### config.mk
export PLATFORM = sky130hd
export DESIGN_NAME = mmf_chain
export DESIGN_NICKNAME = d
export VERILOG_FILES = /design/src/hw/rtl/mmf_pkg.sv /design/src/hw/rtl/mmf_cell.sv /design/src/hw/rtl/mmf_chain.sv
export SDC_FILE = /design/constraint.sdc
export NUM_CORES = 1
export LEC_CHECK = 0
export ABC_CLOCK_PERIOD_IN_PS = 6450
export BUFFER_PORTS_ARGS = -buffer_cell sky130_fd_sc_hd__buf_4
export CORE_MARGIN = 3
export CORE_UTILIZATION = 42
export DETAILED_ROUTE_END_ITERATION = 7
export PLACE_DENSITY = 0.6
export SLEW_MARGIN = 20
export SYNTH_ARGS = -nofsm -noshare
export SYNTH_HDL_FRONTEND = slang
export SYNTH_SLANG_ARGS = --single-unit
### constraint.sdc
create_clock -name clk -period 6.45 [get_ports clk]
set_input_delay 0.645 -clock clk [delete_from_list [all_inputs] [get_ports clk]]
set_output_delay 0.645 -clock clk [all_outputs]
set_load 0.1 [all_outputs]
### src/hw/rtl/mmf_pkg.sv
// Package for the six-channel moving median filter: sizes, request codes and
// the link structure passed between neighbouring sorting cells. No dependencies.
package mmf_pkg;

	localparam int WINDOW      = 9;
	localparam int SAMPLE_BITS = 16;
	localparam int TAG_W       = (WINDOW > 1) ? $clog2(WINDOW) : 1;
	localparam int MID         = WINDOW / 2;

	// Request function codes.
	localparam logic FUNC_PUSH    = 1'b0;
	localparam logic FUNC_PRELOAD = 1'b1;

	typedef logic signed [SAMPLE_BITS-1:0] sample_t;
	typedef logic [TAG_W-1:0]              tag_t;

	localparam tag_t LAST_TAG = tag_t'(WINDOW - 1);

	// Handed from a cell to the cell above it in sorted order.
	typedef struct packed {
		sample_t c;      // value this cell holds once the removed entry is taken out
		tag_t    c_tag;  // ring slot of that value
		logic    g;      // that value is greater than the incoming sample, or this is the last cell
		logic    rm_le;  // the removed entry sits at or below this cell
	} link_t;

endpackage

### src/hw/rtl/mmf_cell.sv
// One cell of a sorted window chain: holds one sample and its ring slot.
// Depends on mmf_pkg.
module mmf_cell import mmf_pkg::*; (
	input  logic    clk,
	input  logic    arst_n,
	input  logic    push,
	input  logic    preload,
	input  tag_t    tag_init,
	input  logic    is_last,
	input  tag_t    oldest,
	input  sample_t sample,
	input  link_t   lo_in,
	input  sample_t up_val,
	input  tag_t    up_tag,
	output sample_t val,
	output tag_t    tag,
	output link_t   up_out
);

	sample_t val_q;
	tag_t    tag_q;
	sample_t c;
	tag_t    c_tag;
	logic    rm_le;
	logic    g;
	sample_t nxt_val;
	tag_t    nxt_tag;

	// Take the oldest entry out: cells at and above it shift down by one.
	always_comb begin
		rm_le = lo_in.rm_le | (tag_q == oldest);
		c     = rm_le ? up_val : val_q;
		c_tag = rm_le ? up_tag : tag_q;
		g     = is_last | (c > sample);
	end

	// Insert the new sample: larger entries move up, the sample lands in the gap.
	always_comb begin
		if (lo_in.g) begin
			nxt_val = lo_in.c;
			nxt_tag = lo_in.c_tag;
		end else if (g) begin
			nxt_val = sample;
			nxt_tag = oldest;
		end else begin
			nxt_val = c;
			nxt_tag = c_tag;
		end
	end

	always_ff @(posedge clk or negedge arst_n) begin
		if (!arst_n) begin
			val_q <= '0;
			tag_q <= tag_init;
		end else if (preload) begin
			val_q <= sample;
			tag_q <= tag_init;
		end else if (push) begin
			val_q <= nxt_val;
			tag_q <= nxt_tag;
		end
	end

	assign val    = val_q;
	assign tag    = tag_q;
	assign up_out = '{c: c, c_tag: c_tag, g: g, rm_le: rm_le};

endmodule

### src/hw/rtl/mmf_chain.sv
// One channel: a row of sorting cells kept in ascending order, and the median
// taken from the middle of the row. Depends on mmf_pkg and mmf_cell.
module mmf_chain import mmf_pkg::*; (
	input  logic    clk,
	input  logic    arst_n,
	input  logic    push,
	input  logic    preload,
	input  tag_t    oldest,
	input  sample_t sample,
	output sample_t median
);

	sample_t val  [WINDOW];
	tag_t    tag  [WINDOW];
	link_t   link [WINDOW];

	// The row of cells, lowest value at index zero.
	for (genvar i = 0; i < WINDOW; i++) begin : g_cell
		link_t   lo_in;
		sample_t up_val;
		tag_t    up_tag;

		if (i == 0) begin : g_lo_first
			assign lo_in = '0;
		end else begin : g_lo_mid
			assign lo_in = link[i-1];
		end

		if (i == WINDOW - 1) begin : g_up_last
			assign up_val = '0;
			assign up_tag = '0;
		end else begin : g_up_mid
			assign up_val = val[i+1];
			assign up_tag = tag[i+1];
		end

		mmf_cell u_cell (
			.clk      (clk),
			.arst_n   (arst_n),
			.push     (push),
			.preload  (preload),
			.tag_init (tag_t'(i)),
			.is_last  (i == WINDOW - 1),
			.oldest   (oldest),
			.sample   (sample),
			.lo_in    (lo_in),
			.up_val   (up_val),
			.up_tag   (up_tag),
			.val      (val[i]),
			.tag      (tag[i]),
			.up_out   (link[i])
		);
	end

	// Median: the middle cell, or the floor average of the two middle cells.
	if (WINDOW % 2 == 1) begin : g_odd
		assign median = val[MID];
	end else begin : g_even
		logic signed [SAMPLE_BITS:0] sum;
		assign sum    = {val[MID-1][SAMPLE_BITS-1], val[MID-1]}
			+ {val[MID][SAMPLE_BITS-1], val[MID]};
		assign median = sum[SAMPLE_BITS:1];
	end

endmodule

# After elaboration in Yosys (flattened, before gate mapping)
# Cells that the tools add are included.
[op_classes]
magnitude_cmp = 8
eq_ne = 8
n_mux = 84
bitwise_logic = 7
reduce_logical = 1
[op_table]
columns = ["operator", "count"]
rows = [
  ["$mux W16", 42],
  ["$mux W4", 42],
  ["$gt A16 B16 Y1", 8],
  ["$eq A4 B4 Y1", 8],
  ["$or A1 B1 Y1", 7],
  ["$reduce_bool A2 Y1", 1],
]
[word_totals]
regBits = 180
input_bits = 24
out_inout_bits = 16
elab_cells = 126

# Logic depth before layout (Yosys ltp)
# Gate-level depths: netlist of run 1.
[depth]
word_depth = 14
ltp_mapped = 21
mapped_depth_nobuf = 13

# Worst setup path after synthesis of run 1
# Ideal clock, no wire load.
[synth_timing]
path_kind = "input port to flip-flop"
from = "input port oldest[1]"
to = "register g_cell[8].u_cell.val_q[10]"
setup_time_ns = 0.123
t_arrival_ns = 4.676
required_time_ns = 6.327
path_slack_ns = 1.651
path_stages = 20
n_path_buf = 7
cell_sequence = "buf_4 -> xnor2_1 -> and4_4 -> buf_6 -> or3_1 -> buf_6 -> or3_4 -> buf_6 -> buf_6 -> mux2_4 -> ha_1 -> a211oi_1 -> o21ai_0 -> o211ai_1 -> a31oi_1 -> o21a_1 -> buf_1 -> nand3_1 -> clkbuf_1 -> o221a_2"
[synth_between]
elab_chain_len = 13
word_cells_on_any_way = 20
cone_classes = "order compare (1); eq/ne (8); mux (4); bitwise (7)"
[synth_lines]
columns = ["item", "line_no", "source"]
rows = [
  ["from (decl)", "mmf_chain.sv:8", "input tag_t oldest,"],
  ["$eq A4 B4 Y1", "mmf_cell.sv:31", "rm_le = lo_in.rm_le | (tag_q == oldest);"],
  ["$or A1 B1 Y1 (6 in a row)", "mmf_cell.sv:31", ""],
  ["$or A1 B1 Y1 *", "mmf_cell.sv:31", ""],
  ["$mux W16 *", "mmf_cell.sv:32", "c = rm_le ? up_val : val_q;"],
  ["$gt A16 B16 Y1", "mmf_cell.sv:34", "g = is_last | (c > sample);"],
  ["$mux W16 *", "mmf_cell.sv:39", "if (lo_in.g) begin"],
  ["$mux W16 *", "mmf_cell.sv:58", "end else if (push) begin"],
  ["$mux W16 *", "mmf_cell.sv:55", "end else if (preload) begin"],
  ["to (signal assigned)", "mmf_cell.sv:56", "val_q <= sample;"],
  ["to (signal assigned)", "mmf_cell.sv:59", "val_q <= nxt_val;"],
  ["to (decl)", "mmf_cell.sv:20", "sample_t val_q;"],
]
# Every way passes the cells marked *; elsewhere a longest branch is shown, timed or not. The select of a mux whose other input is x is not followed.
# A chain may end at the register's enable or synchronous reset.

# Worst setup path after layout of run 1
[layout_timing]
from = "register g_cell[3].u_cell.tag_q[0]"
to = "register g_cell[6].u_cell.val_q[9]"
[layout_between]
elab_chain_len = 11
word_cells_on_any_way = 13
cone_classes = "order compare (2); eq/ne (1); mux (6); bitwise (4)"
[layout_lines]
columns = ["item", "line_no", "source"]
rows = [
  ["from (decl)", "mmf_cell.sv:21", "tag_t tag_q;"],
  ["from (signal assigned)", "mmf_cell.sv:54", "tag_q <= tag_init;"],
  ["from (signal assigned)", "mmf_cell.sv:57", "tag_q <= tag_init;"],
  ["from (signal assigned)", "mmf_cell.sv:60", "tag_q <= nxt_tag;"],
  ["$eq A4 B4 Y1 *", "mmf_cell.sv:31", ""],
  ["$or A1 B1 Y1 * (3 in a row)", "mmf_cell.sv:31", ""],
  ["$or A1 B1 Y1", "mmf_cell.sv:31", ""],
  ["$mux W16", "mmf_cell.sv:32", ""],
  ["$gt A16 B16 Y1", "mmf_cell.sv:34", ""],
  ["$mux W16", "mmf_cell.sv:42", "end else if (g) begin"],
  ["$mux W16 *", "mmf_cell.sv:39", ""],
  ["$mux W16 *", "mmf_cell.sv:58", ""],
  ["$mux W16 *", "mmf_cell.sv:55", ""],
  ["to (signal assigned)", "mmf_cell.sv:56", ""],
  ["to (signal assigned)", "mmf_cell.sv:59", ""],
  ["to (decl)", "mmf_cell.sv:20", ""],
]
# Marks and branches as above.

==> results of run 1 <==
==> worst max path at each step <==
| stage | start | to | slack (ns) | cells after the start |
|---|---|---|---|---|
| 6_report | g_cell[3].u_cell.tag[0]$_DFFE_PN1P_ | g_cell[6].u_cell.val[9]$_DFFE_PN0P_ | 0.95 | 13 |
| 5_1_grt | g_cell[3].u_cell.tag[0]$_DFFE_PN1P_ | g_cell[6].u_cell.val[12]$_DFFE_PN0P_ | 0.55 | 13 |
| 4_1_cts | g_cell[3].u_cell.tag[0]$_DFFE_PN1P_ | g_cell[6].u_cell.val[12]$_DFFE_PN0P_ | 1.01 | 13 |
| 3_5_place_dp | oldest[2] | g_cell[6].u_cell.val[9]$_DFFE_PN0P_ | 0.62 | 14 |
| 3_3_place_gp | oldest[2] | g_cell[6].u_cell.val[11]$_DFFE_PN0P_ | 0.69 | 14 |
| 2_1_floorplan | oldest[1] | g_cell[8].u_cell.val[10]$_DFFE_PN0P_ | 1.65 | 20 |
==> per-layer routing <==
layer | global-route usage [%] | wire length [um] | vias to the layer above | part of all wire, %
met5 | 0 | 0 | - | 0
met4 | 7.550 | 1216 | 0 | 2.4
met3 | 3.162 | 3085 | 76 | 6.0
met2 | 41.34 | 23140 | 581 | 45
met1 | 38.12 | 23600 | 7071 | 46
li1 | - | - | 6636 | -
==> critical path: stages (launching register included) <==
cell	delay, ns
dfstp_2	0.59
xor2_1	0.09
nor4_2	0.84
nor3_1	0.21
and2_1	0.49
mux2_2	0.40
ha_1	0.32
nand4_1	0.18
nor4_1	0.52
a21bo_2	0.32
nand4_1	0.35
and4b_1	0.78
a22oi_1	0.20
nand2_1	0.12
==> power groups by stage <==
stage	Clock (W)	Combinational (W)	Sequential, W
2_1_floorplan	0	0.00397	0.00212
3_3_place_gp	0	0.00544	0.00199
5_1_grt	0.00123	0.00623	0.00203
4_1_cts	0.00117	0.00557	0.00197
6_report	0.00116	0.00566	0.00198
3_5_place_dp	0	0.00555	0.00199
==> state kept, by name, summed over array words and instances (netlist names) <==
register / flops
g_cell.u_cell.tag: 36
g_cell.u_cell.val: 144
==> kinds of logic (layout without fill, tap and decap cells) <==
logic type               after synthesis  in the layout  share of synthesized area [%]
multiplexers                         180            180                          12.84
AND/OR/NAND/NOR                      347            347                          11.35
XOR/XNOR                              32             32                          1.831
AO/OA/AOI/OAI                        662            662                          28.51
adder cells (fa/ha/maj)              128            128                          10.46
buffers and inverters                202            187                          5.461
flip-flops                           180            180                          29.53
==> layout make-up <==
| class | count | area, um2 |
|---|---|---|
| Fill cell | 3473 | 19080 |
| Tap cell | 461 | 576.8 |
| Inverter | 69 | 259.0 |
| Clock buffer | 19 | 442.9 |
| Sequential cell | 180 | 4521 |
| Clock inverter | 13 | 180.2 |
| Multi-Input combinational cell | 1349 | 10020 |
| Timing Repair Buffer | 86 | 664.4 |
==> cell usage after synthesis, types with 5 or more instances <==
cell / n
clkinv_1: 15
dfrtp_1: 167
o211ai_1: 76
a21o_1: 22
o22ai_1: 19
and4_1: 7
mux2_2: 91
nand4_1: 32
a22oi_1: 19
o21ai_1: 9
buf_1: 7
and2_1: 5
buf_6: 6
o21ai_0: 122
nand2b_1: 12
o221ai_1: 37
mux2_4: 10
inv_1: 54
buf_4: 5
o221a_2: 18
nor3_1: 14
ha_1: 128
a31oi_1: 54
a221o_1: 10
nand3_1: 64
nand2_1: 80
buf_2: 11
nor2b_1: 9
a21oi_1: 180
a211oi_1: 12
nor2_1: 87
clkbuf_1: 104
a221oi_1: 21
o21a_1: 7
o22a_1: 16
nor4_1: 14
mux2i_1: 79
o31ai_1: 6
dfstp_2: 13
xor2_1: 28
==> per-stage QoR <==
stage          cells  cell area [um2]  total power (W)  utilization [%]  hold WS (ns)
5_1_grt         2177            16660         0.009483            46.62        0.3993
3_5_place_dp    2145            16040         0.007540            44.88        0.5118
2_1_floorplan   1731            15310         0.006096                -        0.3494
6_report        2177            16660         0.008808            46.62        0.3044
3_3_place_gp    2145            16040         0.007434            44.88        0.5115
4_1_cts         2177            16660         0.008722            46.62        0.3818
==> metrics.txt, run 1 <==
number of nets with antenna violations after detailed routing=0; synthesis-to-layout area growth=8.870%; synth unique cells=75; total of endpoints with negative setup slack in the final report=0; most used cells in the layout excluding fill and tap cells=a21oi_1 (180), dfrtp_1 (167), ha_1 (128); aggregate negative setup slack=0 ns; dominant cells by area after synthesis=dfrtp_1 (27%), ha_1 (10%), mux2_2 (6.7%); maximum buffer depth of the clock tree=2; main flop type after synthesis=dfrtp_1; CP Capture Type=flop; cell area after synthesis=0.01531 mm2; CTS buffer count=17; port bufs=39; Switching Power=0.004370 W; horizontal extent of the die=196.9 um; Critical R2R Launch=g_cell[3].u_cell.tag[0]$_DFFE_PN1P_; DRC violations left=0; arrival time of data at the critical path endpoint=5.89 ns; Total GRT Usage=26.26%; number of cells traversed by the worst register-to-register path=13; io pins=40; 1st-iter DRT viols=1218; Clock H-tree levels=4; Internal Pwr Total=0.004439 W; Antenna diodes=0; Final period util=85.31%; Floorplan Core Area=0.03574 mm2; critical path class=flop to flop; RSZ-0062 raised after global routing=no; portion of the post-synthesis area used by sequential elements=29.53%; initial antenna violation count=0; Synth async-reset ratio=100.0%; clock-pin slew on the worst setup and hold paths=0.07 ns; worst skew pair latency=0.47 ns; status=finished, final reports clean; slack of the worst reg-to-reg path=0.95 ns; pre-CTS setup slack=0.6220 ns; share of total power in the clock network=13.2%; number of iterations in the first detailed-routing pass=7; total power per unit cell area=528.6 mW/mm2; Post-CTS Setup Repair Bufs=0; proportion of netlist area held by the largest area contributor=27.30%; Placer Congestion=0.9240; setup skew after layout=0.01596 ns; number of nets in the layout=1855; combinational power share=64.3%; cell type with the highest aggregate area in the netlist=dfrtp_1; layout cell share with drive strength beyond 1=16.03%; Yosys warning count=0; timing-limited maximum frequency=0.1817 GHz; post-detailed-placement half-perimeter wirelength=37640 um; gate count of the mapped netlist=1731; final WL=51040 um; switching power share of the total=49.61%; Die ar.=0.03877 mm2; Rows=69; TritonCTS clock tree=yes; Initial Utilization=42.82%; Worst Slack Setup Final=0.9475 ns; sequential power share=22.5%; count of instances resized after the clock tree is built=0; max-cap violation count=0; worst endpoint required time=6.84 ns; number of global-route vias before repair=14060; number of endpoints with negative hold slack in the final report=0; endpoint of the worst register-to-register path=g_cell[6].u_cell.val[9]$_DFFE_PN0P_; Wirelength per Cell=23.44 um; commonest non-fill, non-tap cell in the layout=a21oi_1; Hold Path Class=input port to async pin; LEAKAGE=7.141 nW; largest voltage drop on the vdd net=0.3362 mV; total congestion overflow=0; clock sink count=180; CP max FO=19; DR vias=14360; CTS Hold Bufs=0; startpoint type of the worst setup path=flop; total nets after synthesis=1883; crit path time final=5.503 ns; flop and latch count out of synthesis=180; number of max-slew violations in the final report=0; Vias/cell=6.598; post-synthesis average cell area=8.842 um2; Least-Margin Pin Slew=1.117 ns; number of synthesized flops with an enable pin=0; maximum number of pins on one net before global-route repair=113; wire length of the first global-routing pass=81340 um; Clk Tree Root Cell=clkbuf_16; Die Height=196.9 um; worst slew margin relative to its limit=24.97%
No activity file was read; power rests on OpenSTA's default activity.
==> run 2, diff against run 1 <==
--- a/config.mk
+++ b/config.mk
@@ -11,4 +11,6 @@
 export CORE_UTILIZATION = 42
 export DETAILED_ROUTE_END_ITERATION = 7
+export GPL_TIMING_DRIVEN = 0
+export HOLD_SLACK_MARGIN = 0.05
 export PLACE_DENSITY = 0.6
 export SLEW_MARGIN = 20
==> constraint.sdc (replaced) <==
create_clock -name clk -period 6.45 [get_ports clk]
set_input_delay 0.3225 -clock clk [delete_from_list [all_inputs] [get_ports clk]]
set_output_delay 0.3225 -clock clk [all_outputs]
set_load 0.1 [all_outputs]
==> metrics.txt, run 2 (synthesis gave the netlist of run 1 again) <==
status=finished, final reports clean (unchanged); largest voltage drop on the vdd net=0.3785 mV (was 0.3362 mV); number of global-route vias before repair=14600 (was 14060); commonest non-fill, non-tap cell in the layout=a21oi_1 (unchanged); synthesis-to-layout area growth=10.04% (was 8.870%); worst endpoint required time=6.81 ns (was 6.84 ns); max-cap violation count=0 (unchanged); CP max FO=10 (was 19); Hold Path Class=input port to flop (was input port to async pin); Die Height=196.9 um (unchanged); maximum number of pins on one net before global-route repair=94 (was 113); final cell utilization of the core=47.12% (was 46.62%); horizontal extent of the die=196.9 um (unchanged); Post-CTS Setup Repair Bufs=0 (unchanged); TritonCTS clock tree=yes (unchanged); DR vias=14980 (was 14360); Largest register FFs=144 (unchanged); initial antenna violation count=0 (unchanged); Non-Filler Instances=2262 (was 2177); CP Capture Type=flop (unchanged); crit path time final=6.164 ns (was 5.503 ns); Wirelength per Cell=25.05 um (was 23.44 um); worst slew margin relative to its limit=28.88% (was 24.97%); Clk Tree Root Cell=clkbuf_16 (unchanged); number of endpoints with negative hold slack in the final report=0 (unchanged); timing-limited maximum frequency=0.1622 GHz (was 0.1817 GHz); port bufs=35 (was 39); total congestion overflow=0 (unchanged); clock sink count=180 (unchanged); number of nets with antenna violations after detailed routing=0 (unchanged); Rows=69 (unchanged); Clock H-tree levels=4 (unchanged); wire length of the first global-routing pass=87750 um (was 81340 um); Final period util=95.57% (was 85.31%); CTS buffer count=17 (unchanged); Hold Path Depth=2; clock-pin slew on the worst setup and hold paths=0.07 ns (about the same); Floorplan Core Area=0.03574 mm2 (unchanged); RSZ-0062 raised after global routing=no (unchanged); number of max-slew violations in the final report=0 (unchanged); io pins=40 (unchanged); worst hold margin=0.1975 ns (was 0.3044 ns); total power per unit cell area=533.8 mW/mm2 (was 528.6 mW/mm2); aggregate negative setup slack=0 ns (unchanged); Initial Utilization=42.82% (unchanged); Least-Margin Pin Slew=1.063 ns (was 1.117 ns); arrival time of data at the critical path endpoint=6.53 ns (was 5.89 ns); Vias/cell=6.623 (was 6.598); DRC violations left=0 (unchanged); critical path class=flop to flop (unchanged); most used cells in the layout excluding fill and tap cells=a21oi_1 (180), dfrtp_1 (167), ha_1 (128) (unchanged); total of endpoints with negative setup slack in the final report=0 (unchanged); Worst Slack Setup Final=0.2856 ns (was 0.9475 ns); Antenna diodes=0 (unchanged); number of cells traversed by the worst register-to-register path=19 (was 13); startpoint type of the worst setup path=flop (unchanged); LEAKAGE=7.153 nW (was 7.141 nW); number of iterations in the first detailed-routing pass=6 (was 7); Die ar.=0.03877 mm2 (unchanged); setup skew after layout=0.01197 ns (was 0.01596 ns); number of nets in the layout=1940 (was 1855); maximum buffer depth of the clock tree=2 (unchanged); Placer Congestion=0.9683 (was 0.9240); pre-CTS setup slack=0.1140 ns (was 0.6220 ns); post-detailed-placement half-perimeter wirelength=44730 um (was 37640 um); worst skew pair latency=0.46 ns (was 0.47 ns); final WL=56670 um (was 51040 um); 1st-iter DRT viols=1435 (was 1218); layout cell share with drive strength beyond 1=13.33% (was 16.03%); Total GRT Usage=28.97% (was 26.26%); Post-Place Cells=2229 (was 2145)
-- run 2: cell count changes in the layout (fill, tap and decap cells not counted), sizes merged --
| cell | previous run | this run |
|---|---|---|
| clkinvlp | 3 | 1 |
| inv | 56 | 54 |
| clkbuf | 20 | 127 |
| dlygate4sd3 | 0 | 1 |
| buf | 85 | 66 |
-- run 2: area by class of cell --
class / count / area (um2)
Buffer: 133 / 578.1
Clock buffer: 23 / 488.0
Clock inverter: 9 / 151.4
Fill cell: 3574 / 18900
Inverter: 69 / 259.0
Multi-Input combinational cell: 1349 / 9956
Sequential cell: 180 / 4521
Tap cell: 461 / 576.8
Timing Repair Buffer: 38 / 312.8
-- run 2: layer usage --
layer / vias to the layer above / track usage (%) / part of all wire (%)
li1: 6805 / - / -
met1: 7385 / 41.98 / 45
met2: 703 / 44.28 / 44
met3: 88 / 5.179 / 8.0
met4: 0 / 8.659 / 2.9
met5: - / 0 / 0
-- run 2: power by group --
part / switching (W) / internal (W) / leakage [nW] / total (W)
combinational: 0.00361 / 0.00220 / 4.69 / 0.00581
clock: 0.000496 / 0.000690 / 0.313 / 0.00119
sequential: 0.000449 / 0.00155 / 2.15 / 0.00200
total: 0.00455 / 0.00444 / 7.15 / 0.00899
-- run 2: worst paths after layout --
path | slack [ns] | to | start
max in group asynchronous | 5.04 | g_cell[1].u_cell.val[11]$_DFFE_PN0P_ | arst_n
max | 0.29 | g_cell[7].u_cell.val[11]$_DFFE_PN0P_ | g_cell[1].u_cell.tag[0]$_DFFE_PN1P_
min in group asynchronous | 0.45 | g_cell[8].u_cell.tag[1]$_DFFE_PN0P_ | arst_n
max reg2reg | 0.29 | g_cell[7].u_cell.val[11]$_DFFE_PN0P_ | g_cell[1].u_cell.tag[0]$_DFFE_PN1P_
min | 0.20 | g_cell[0].u_cell.val[5]$_DFFE_PN0P_ | sample[5]
min reg2reg | 0.54 | g_cell[1].u_cell.val[9]$_DFFE_PN0P_ | g_cell[1].u_cell.val[9]$_DFFE_PN0P_
-- run 2: stage by stage --
step | cell area (um2) | power (W)
finish | 16840 | 0.008990
global route | 16840 | 0.009614
CTS | 16840 | 0.008822
detailed placement | 16190 | 0.007622
global placement | 16150 | 0.007487
floorplan | 15310 | 0.006096
-- run 2: what timing repair did --
action	CTS	global route
setup endpoints to repair	0	21
gates resized for setup	0	3
endpoints found under the hold margin	81	0
hold buffers	1	0
-- run 2: critical path: stages, from the launching register on --
cell      delay [ns]
dfstp_2         0.59
xor2_1          0.19
nor4_2          0.12
nor3_1          0.39
clkbuf_2        0.43
clkbuf_1        0.52
clkbuf_1        0.58
nand3_1         0.19
and2_1          0.20
ha_1            0.17
inv_1           0.05
a21oi_1         0.06
o21a_1          0.22
o311ai_1        0.57
clkbuf_1        0.46
and4_1          0.25
buf_2           0.22
clkbuf_1        0.54
a221oi_1        0.18
o21ai_0         0.13
==> run 3, diff against run 2 <==
CAP_MARGIN = 25   (was not set)
RECOVER_POWER = 25   (was not set)
==> metrics.txt, run 3 (synthesis gave the netlist of run 1 again) <==
status=complete, but fails checks (was finished, final reports clean); failing checks=max-capacitance violations, max-slew violations; number of nets with antenna violations after detailed routing=0 (unchanged); RSZ-0062 raised after global routing=no (unchanged); DR vias=15000 (was 14980); Floorplan Core Area=0.03574 mm2 (unchanged); most used cells in the layout excluding fill and tap cells=a21oi_1 (180), dfrtp_1 (167), ha_1 (128) (unchanged); max-cap violation count=1 (was 0); Die ar.=0.03877 mm2 (unchanged); Non-Filler Instances=2262 (unchanged); crit path cell chain=xor2_1, nor4_2, nor3_1, clkbuf_2, clkbuf_1, clkbuf_1, nand3_1, and2_1, ha_1, inv_1, a21oi_1, o21a_1, o311ai_1, clkbuf_1, and4_1, buf_2, clkbuf_1, a221oi_1, o21ai_0 (unchanged); startpoint type of the worst setup path=flop (unchanged); aggregate negative setup slack=0 ns (unchanged); io pins=40 (unchanged); Antenna diodes=0 (unchanged); wire length of the first global-routing pass=87750 um (unchanged); timing-limited maximum frequency=0.1626 GHz (was 0.1622 GHz); maximum buffer depth of the clock tree=2 (unchanged); number of global-route vias before repair=14600 (unchanged); library cell appearing most often on the critical path=clkbuf_1 (unchanged); Crit-path slowest cell=dfstp_2 (unchanged); Final period util=95.33% (was 95.57%); maximum number of pins on one net before global-route repair=94 (unchanged); Wirelength per Cell=25.09 um (was 25.05 um); CP max FO=10 (unchanged); total congestion overflow=0 (unchanged); beginning of the critical path=g_cell[1].u_cell.tag[0]$_DFFE_PN1P_ (unchanged); Rows=69 (unchanged); CP Capture Type=flop (unchanged); port bufs=35 (unchanged); Least-Margin Pin Slew=5.149 ns (was 1.063 ns); Placer Congestion=0.9683 (unchanged); Clk Tree Root Cell=clkbuf_16 (unchanged); slack of the worst reg-to-reg path=0.30 ns (was 0.29 ns); Die Height=196.9 um (unchanged); worst slew margin relative to its limit=-243.3% (was 28.88%); crit path time final=6.149 ns (was 6.164 ns); Critical R2R Launch=g_cell[1].u_cell.tag[0]$_DFFE_PN1P_ (unchanged); arrival time of data at the critical path endpoint=6.51 ns (was 6.53 ns); worst endpoint required time=6.81 ns (about the same); number of max-slew violations in the final report=89 (was 0); CTS buffer count=17 (unchanged); TritonCTS clock tree=yes (unchanged); horizontal extent of the die=196.9 um (unchanged); DRC violations left=0 (unchanged); start point of the worst min-delay path=sample[5] (unchanged); number of nets in the layout=1940 (unchanged); final WL=56750 um (was 56670 um); worst hold margin=0.2027 ns (was 0.1975 ns); Clock H-tree levels=4 (unchanged); critical path class=flop to flop (unchanged); Largest register FFs=144 (unchanged); layout cell share with drive strength beyond 1=13.27% (was 13.33%); Initial Utilization=42.82% (unchanged); Post-Place Cells=2229 (unchanged); longest individual stage delay on the worst path=0.59 ns (about the same); total of endpoints with negative setup slack in the final report=0 (unchanged); clock sink count=180 (unchanged); initial antenna violation count=0 (unchanged); setup skew after layout=0.01259 ns (was 0.01197 ns); Hold Path Class=input port to flop (unchanged); worst skew pair latency=0.45 ns (was 0.46 ns); LEAKAGE=7.146 nW (was 7.153 nW); number of iterations in the first detailed-routing pass=6 (unchanged); number of endpoints with negative hold slack in the final report=0 (unchanged); total power per unit cell area=534.4 mW/mm2 (was 533.8 mW/mm2); 1st-iter DRT viols=1420 (was 1435); synthesis-to-layout area growth=9.965% (was 10.04%); post-detailed-placement half-perimeter wirelength=44730 um (unchanged); post-route cell area=0.01683 mm2 (was 0.01684 mm2); clock-pin slew on the worst setup and hold paths=0.07 ns (about the same); cell area after placement=0.01619 mm2 (unchanged); Vias/cell=6.631 (was 6.623); Total GRT Usage=28.97% (unchanged); commonest non-fill, non-tap cell in the layout=a21oi_1 (unchanged); largest voltage drop on the vdd net=0.3775 mV (was 0.3785 mV)
==> run 3: critical path: cells and delay by family, from the launching register on <==
family / cells / cell delay [ns]
buf+inv: 7 / 2.78
simple gates: 5 / 1.14
xor+xnor: 1 / 0.19
fa+ha+maj: 1 / 0.17
flops: 1 / 0.59
compound gates: 5 / 1.17
==> run 3: final cells by class <==
type / instances / area, um2
sequential: 180 / 4521
multi-input combinational: 1349 / 9956
buffer: 133 / 578.1
fill: 3576 / 18910
timing repair buffer: 38 / 301.5
tap: 461 / 576.8
inverter: 69 / 259.0
clock buffer: 23 / 488.0
clock inverter: 9 / 151.4
==> run 3: power breakdown <==
part           leakage, nW  internal, W  switching [W]
Combinational         4.68      0.00220        0.00361
Clock                0.313     0.000690       0.000494
Sequential            2.15      0.00155       0.000452
Total                 7.15      0.00444        0.00456
==> run 3: layer usage <==
metal	wire, um	share of wire (%)	up-vias	track usage, %
li1	-	-	6801	-
met1	25830	46	7401	41.98
met2	24730	44	715	44.28
met3	4589	8.1	83	5.179
met4	1607	2.8	0	8.659
met5	0	0	-	0
==> run 3: final timing paths <==
check	endpoint	cells after the start
worst max-delay path	g_cell[7].u_cell.val[12]$_DFFE_PN0P_	19
worst min-delay path	g_cell[0].u_cell.val[5]$_DFFE_PN0P_	2
worst max register to register	g_cell[7].u_cell.val[12]$_DFFE_PN0P_	19
worst min register to register	g_cell[1].u_cell.val[9]$_DFFE_PN0P_	2
max in group asynchronous	g_cell[7].u_cell.val[11]$_DFFE_PN0P_	2
min in group asynchronous	g_cell[8].u_cell.tag[1]$_DFFE_PN0P_	2
==> run 3: what timing repair did <==
action,4_1_cts,5_1_grt
endpoints found under the hold margin,81,0
setup endpoints to repair,0,21
setup buffers,0,0
hold buffers,1,0
resized for setup,0,3
==> run 3: through the flow <==
| stage | utilization [%] | setup WS [ns] | total power [W] |
|---|---|---|---|
| floorplan | - | 1.958 | 0.006096 |
| global placement | 45.17 | 0.1010 | 0.007487 |
| detailed placement | 45.30 | 0.1140 | 0.007622 |
| CTS | 47.12 | 0.1958 | 0.008822 |
| global route | 47.09 | 0.02211 | 0.009614 |
| finish | 47.09 | 0.3009 | 0.008994 |
